## config.mk

```make
export PLATFORM = sky130hd
export DESIGN_NAME = gtvi_div_pipe
export DESIGN_NICKNAME = d
export VERILOG_FILES = /design/src/rtl/gtvi_pkg.sv /design/src/rtl/gtvi_div_pipe.sv
export SDC_FILE = /design/constraint.sdc
export NUM_CORES = 2
export LEC_CHECK = 0
export BUFFER_PORTS_ARGS = -buffer_cell sky130_fd_sc_hd__buf_2
export CORE_MARGIN = 2
export CORE_UTILIZATION = 45
export CTS_CLUSTER_DIAMETER = 100
export DETAILED_ROUTE_END_ITERATION = 16
export GPL_TIMING_DRIVEN = 0
export HOLD_SLACK_MARGIN = 0.03
export SYNTH_ARGS = -nofsm -noshare
export SYNTH_HDL_FRONTEND = slang
export SYNTH_SLANG_ARGS = --single-unit
```

## constraint.sdc

```tcl
create_clock -name clock -period 28.5 [get_ports clock]
set_input_delay 5.7 -clock clock [delete_from_list [all_inputs] [get_ports clock]]
set_output_delay 5.7 -clock clock [all_outputs]
set_load 0.02 [all_outputs]
```

## src/rtl/gtvi_pkg.sv

```systemverilog
// Shared constants, offset tables, stage record and divider step for the vertex index core.
package gtvi_pkg;

   localparam int MAX_GRID_SIZE  = 256;
   localparam int GRID_W         = 9;
   localparam int NUM_W          = 27;
   localparam int CELL_W         = 25;
   localparam int VERTEX_W       = 25;
   localparam int SLOT_W         = 3;
   localparam int TETRA_PER_CELL = 6;
   localparam int NUM_VERTS      = 4;
   localparam int BITS_PER_STAGE = 5;
   localparam int DIV_STAGES     = CELL_W / BITS_PER_STAGE;
   localparam int DIV_TOTAL      = 3 * DIV_STAGES;
   localparam int GG_W           = 2 * GRID_W - 1;

   // num / 6 == (num * RECIP6) >> RECIP_SHIFT for every 27-bit num
   localparam int RECIP_SHIFT = 30;
   localparam int RECIP_W     = 28;
   localparam logic [RECIP_W-1:0] RECIP6 = 28'd178956971;
   localparam int PROD_W = NUM_W + RECIP_W;

   localparam logic [GRID_W-1:0] GRID_RESET = 9'd64;
   localparam logic [GRID_W-1:0] GRID_MAX   = GRID_W'(MAX_GRID_SIZE);

   // bit s of each entry is the offset for slot s; entries are vertices a..d
   localparam logic [TETRA_PER_CELL-1:0] OFF_I [NUM_VERTS] =
      '{6'b000000, 6'b111000, 6'b111110, 6'b110011};
   localparam logic [TETRA_PER_CELL-1:0] OFF_J [NUM_VERTS] =
      '{6'b111000, 6'b000111, 6'b111000, 6'b011100};
   localparam logic [TETRA_PER_CELL-1:0] OFF_K [NUM_VERTS] =
      '{6'b000100, 6'b111100, 6'b011111, 6'b001001};

   typedef struct packed {
      logic [SLOT_W-1:0] slot;
      logic [GRID_W-1:0] ci;
      logic [GRID_W-1:0] cj;
      logic [GRID_W-1:0] rem;
      logic [CELL_W-1:0] work;
   } gtvi_item_type;

   // a few restoring-division steps: rem:work shifts left, quotient bits enter work
   function automatic logic [GRID_W+CELL_W-1:0] div_steps(
      input logic [GRID_W-1:0] rem,
      input logic [CELL_W-1:0] work,
      input logic [GRID_W-1:0] g
   );
      logic [GRID_W-1:0] r;
      logic [CELL_W-1:0] w;
      logic [GRID_W:0]   t;
      r = rem;
      w = work;
      for (int n = 0; n < BITS_PER_STAGE; n++) begin
         t = {r, w[CELL_W-1]};
         w = {w[CELL_W-2:0], 1'b0};
         if (t >= {1'b0, g}) begin
            t = t - {1'b0, g};
            w[0] = 1'b1;
         end
         r = t[GRID_W-1:0];
      end
      return {r, w};
   endfunction

endpackage

```

## src/rtl/gtvi_div_pipe.sv

```systemverilog
// Pipelined divider chain: cell -> i, j, k coordinates modulo the grid size.
module gtvi_div_pipe (
   input  logic                   clock,
   input  logic                   reset,
   input  logic                   adv,
   input  logic [gtvi_pkg::GRID_W-1:0] grid,
   input  logic                   in_valid,
   input  gtvi_pkg::gtvi_item_type in_item,
   output logic                   out_valid,
   output gtvi_pkg::gtvi_item_type out_item
);
   import gtvi_pkg::*;

   logic          valid_ff [DIV_TOTAL];
   gtvi_item_type st_ff    [DIV_TOTAL];
   gtvi_item_type st_in    [DIV_TOTAL];

   for (genvar s = 0; s < DIV_TOTAL; s++) begin : g_stage
      gtvi_item_type prev;
      logic [GRID_W+CELL_W-1:0] res;

      assign prev = (s == 0) ? in_item : st_ff[(s == 0) ? 0 : s - 1];
      assign res  = div_steps(prev.rem, prev.work, grid);

      always_comb begin
         st_in[s]      = prev;
         st_in[s].rem  = res[GRID_W+CELL_W-1:CELL_W];
         st_in[s].work = res[CELL_W-1:0];
         // end of a division: park the remainder, restart on the quotient
         if (s == DIV_STAGES - 1) begin
            st_in[s].ci  = res[GRID_W+CELL_W-1:CELL_W];
            st_in[s].rem = '0;
         end else if (s == 2 * DIV_STAGES - 1) begin
            st_in[s].cj  = res[GRID_W+CELL_W-1:CELL_W];
            st_in[s].rem = '0;
         end
      end

      always_ff @(posedge clock) begin
         if (reset) begin
            valid_ff[s] <= 1'b0;
         end else if (adv) begin
            valid_ff[s] <= (s == 0) ? in_valid : valid_ff[(s == 0) ? 0 : s - 1];
         end
         if (adv) begin
            st_ff[s] <= st_in[s];
         end
      end
   end

   assign out_valid = valid_ff[DIV_TOTAL-1];
   assign out_item  = st_ff[DIV_TOTAL-1];

endmodule

```

======== After elaboration in Yosys (flattened, before gate mapping) ========
Memories as Yosys holds them, arrays and structs flattened.
Index checks and enable logic that the tools add are counted.
word-level totals
  memories kept ........................... 2
  memory bits (read-only) ................. 0
  output and inout port bits .............. 56
  RAM bits ................................ 840
  input port bits ......................... 68
  flip-flop bits (word level) ............. 0
  word-level logic and storage cells ...... 338
  bits in latches ......................... 0
cells by class
  $mul .................................... 0
  bitwise gates (word level) .............. 15
  shift operators ......................... 0
  eq/ne operators ......................... 0
  div/mod/pow operators ................... 0
  reductions and logical operators ........ 0
  add/sub/neg operators ................... 75
  mux-type cells .......................... 171
  $lt $le $gt $ge ......................... 75
memories
  memory    depth  width  read ports  clocked after Yosys merged registers in  write ports  line                 text
  st_ff     15     55     15          0                                        15           gtvi_div_pipe.sv:15  gtvi_item_type st_ff [DIV_TOTAL];
  valid_ff  15     1      15          0                                        15           gtvi_div_pipe.sv:14  logic valid_ff [DIV_TOTAL];
operators with widths
  kind         number
  $ge 10x9->1  75
  $mux 9       75
  $sub 9x9->9  75
  $mux 1       96
  $or 1x1->1   15

======== Depth between registers and ports, before layout ========
An unclocked memory read counts as a cell.
  depth in word-level cells ............... 11
  depth in mapped cells ................... 54

======== Worst setup path before layout ========
Ideal clock, no wire load.
  kind .................................... input -> register
  from .................................... in grid[1] (netlist bit)
  to ...................................... mem st_ff[0][136] (netlist bit), data pin
  setup slack ............................. 9.330 ns
  library setup time ...................... 0.262 ns
  cell stages on the path ................. 46
  data required time ...................... 28.238 ns
  arrival ................................. 18.908 ns
  cells stage by stage .................... inv_1 -> ha_1 -> nand4_1 -> o211ai_1 -> a221oi_1 -> clkbuf_1 -> mux2_2 -> ha_1 -> nor2b_1 -> o21ai_1 -> a31oi_1 -> a211oi_1 -> and2_1 -> clkbuf_1 -> inv_1 -> clkbuf_1 -> o21ai_0 -> fa_1 -> [10 not listed] -> a21oi_1 -> nor2b_1 -> or4_1 -> a21oi_1 -> o211ai_1 -> mux2i_1 -> clkinv_1 -> mux2_2 -> ha_1 -> a21oi_1 -> nor2_1 -> nor2_1 -> nand2_1 -> o21ai_0 -> nand2b_1 -> a211o_1 -> buf_2 -> mux2_1
RTL lines
  what             line                 text
  start, declared  gtvi_div_pipe.sv:6   input logic [gtvi_pkg::GRID_W-1:0] grid,
  end, declared    gtvi_div_pipe.sv:15

==> out/qor.yml <==
outcome: "completed"
cts.sinks: 705
crit_path_end: "st_ff[0][141]$_DFFE_PP_"
yosys_warnings: 0
viasPerCell: 5.512
wl_per_cell_um: 16.35
dp_hpwl_um: 81710
worst_pin_slew_ns: 0.8133
io_buffers: 105
io_pins: 124
path_buf_inv: 10
clk_pin_slew_worst_paths_ns: 0.06
syn_area_per_cell_sq_um: 10.57
final_common_cell: "edfxtp_1"
fillers: 10949
critPathArrivalTime_ns: 18.62
drtAntennaViolNets: 0
grt_max_degree: 137
min_path_type: "reg2reg"
yosysUniqueCellTypes: 99
dieWidth_um: 354.5
synth_area_sq_um: 55280
drtIter0Drc: 2046
clock_latency_ns: 0.69
min_period_over_period: 0.6377
num-nets-final: 6235
place.gp.congestion: 0.8496
finalClockSkew_ns: 0.04324
vias: 39271
critPathMaxFanout: 67
antenna_found_initial: 0
final_cell_mix: "edfxtp_1, ha_1, a21oi_1"
critPathSlowestCell: "a221oi_1"
synth_seq_cells: 705
cts_buffers: 82
die_y_um: 354.5
synth_top_area_frac: 0.3830
postSynthCellCount: 5228
grt_pass1_wl_um: 192600
crit_start: "grid[1]"
rsz0062_at_grt: "false"
synth_top_area_cell: "edfxtp_1"
coreArea_sq_um: 121900
worstReg2RegStart: "st_ff[0][79]$_DFFE_PP_"
hold_viol: 0
start_util: 0.4535
max_freq_mhz: 55.02
maxCapViolCount: 0
die_area_sq_um: 125700
setup_tns_ns: 0
worst-setup-path-type: "in2reg"
worst-path-stages: 48
synth_edf_count: 705
ff2ff_setup_slack_ns: 15.86
grt_use_total: 0.1845
finalSetupViolations: 0
grt_overflow_total: 0
cts_max_path_buffers: 3
drtPass1Iterations: 5
cts_tree: "yes"
cp_data_required_time_ns: 28.94
cp-start-kind: "primary input"
drv_slew: 0
syn-num-nets: 6030
antennaDiodeCount: 0
cpLargestDelayFamily: "compound AO/OA/AOI/OAI gates"
rows: 128
async_reset_ff_frac: 0
routed_wl_um: 116500
post-route-drc-count: 0
r2r_end: "st_ff[0][141]$_DFFE_PP_"
cp-end-kind: "flip-flop"
root_buffer: "clkbuf_16"
min_period_ns: 18.17
synthTopCellsByArea: "edfxtp_1, ha_1, mux2_2, xnor2_1, a21oi_1"
crit_top_cell: "a21oi_1"
post_cts_resized: 0
cts_hold_buf: 0
seq_area_frac_synth: 0.3830
max_slew_margin: 0.4423
drive_gt1_frac: 0.1129
critPathMaxStageDelay_ns: 0.72
areaGrowthSynthToFinish_pct: 10.63
synth_flop_cell: "edfxtp_1"
cts-htree-levels: 3
grt_pass1_vias: 37996
reg2regPathDepth: 48
cts_setup_buffers: 0
how the worst min path moves through the flow:
stage | from | end | slack [ns] | cells after the start
floorplan | st_ff[0][52]$_DFFE_PP_ | st_ff[0][107]$_DFFE_PP_ | 0.40 | 0
detailed placement | st_ff[0][53]$_DFFE_PP_ | st_ff[0][108]$_DFFE_PP_ | 0.40 | 0
global placement | st_ff[1][19]$_DFFE_PP_ | st_ff[1][79]$_DFFE_PP_ | 0.40 | 0
global route | st_ff[1][114]$_DFFE_PP_ | st_ff[1][174]$_DFFE_PP_ | 0.38 | 0
CTS | st_ff[1][114]$_DFFE_PP_ | st_ff[1][174]$_DFFE_PP_ | 0.36 | 0
finish | st_ff[1][114]$_DFFE_PP_ | st_ff[1][174]$_DFFE_PP_ | 0.38 | 0
through the flow:
step / util / setup slack (ns) / hold slack [ns] / area, sq um / std cells
floorplan: - / 9.330 / 0.4003 / 55280 / 5228
global placement: 0.4745 / 3.340 / 0.4002 / 57830 / 6958
detailed placement: 0.4786 / 9.626 / 0.4045 / 58340 / 6974
CTS: 0.5017 / 10.38 / 0.3624 / 61150 / 7124
global route: 0.5017 / 9.184 / 0.3795 / 61150 / 7124
finish: 0.5017 / 10.33 / 0.3772 / 61150 / 7124
cells in the mapped netlist, types with 34 or more instances:
cell and count:
inv_1 336, mux2i_1 87, nand2_1 237, nor2_1 348, nor3_1 76, o21ai_0 253
nand4_1 118, nor2b_1 107, o21a_1 71, mux2_1 40, nand2b_1 67, ha_1 661
o21bai_1 71, a21o_1 187, a211oi_1 46, clkbuf_1 43, nand3_1 34, fa_1 73
edfxtp_1 705, xnor2_1 277, a21oi_1 452, mux2_2 248, xor2_1 159
registers in the layout, indices dropped and copies added (netlist names):
register  cells
valid_ff     15
st_ff       690
layout make-up:
class	instances	area, sq um	share of cell area
plain buffers	61	269.0	0.004399
clock buffers	93	2115	0.03458
clock inverters	57	698.2	0.01142
inverters	363	1409	0.02304
multi-input cells	4099	32470	0.5310
flip-flops and latches	705	21170	0.3462
well taps	1625	2033	0.03325
repair buffers	121	984.7	0.01610
kinds of logic (layout without fill, tap and decap cells):
family          after synthesis  in the layout  share of synthesized area
buf+inv                     424            695                    0.02958
flops                       705            705                     0.3830
compound gates             1407           1407                     0.1644
xor+xnor                    436            436                    0.06908
simple gates               1144           1144                     0.1027
fa+ha+maj                   734            734                     0.1761
mux                         378            378                    0.07524
routing by layer:
| layer | vias to the layer above | global-route usage | part of all wire |
|---|---|---|---|
| met1 | 18480 | 0.2608 | 0.49 |
| met4 | 0 | 0.05712 | 0.023 |
| met3 | 158 | 0.02221 | 0.035 |
| li1 | 20055 | - | - |
| met2 | 578 | 0.2957 | 0.45 |
| met5 | - | 0 | 0 |
Power is not shown: default switching activity piles up to over one toggle a cycle in this logic, so the estimate is an artifact.
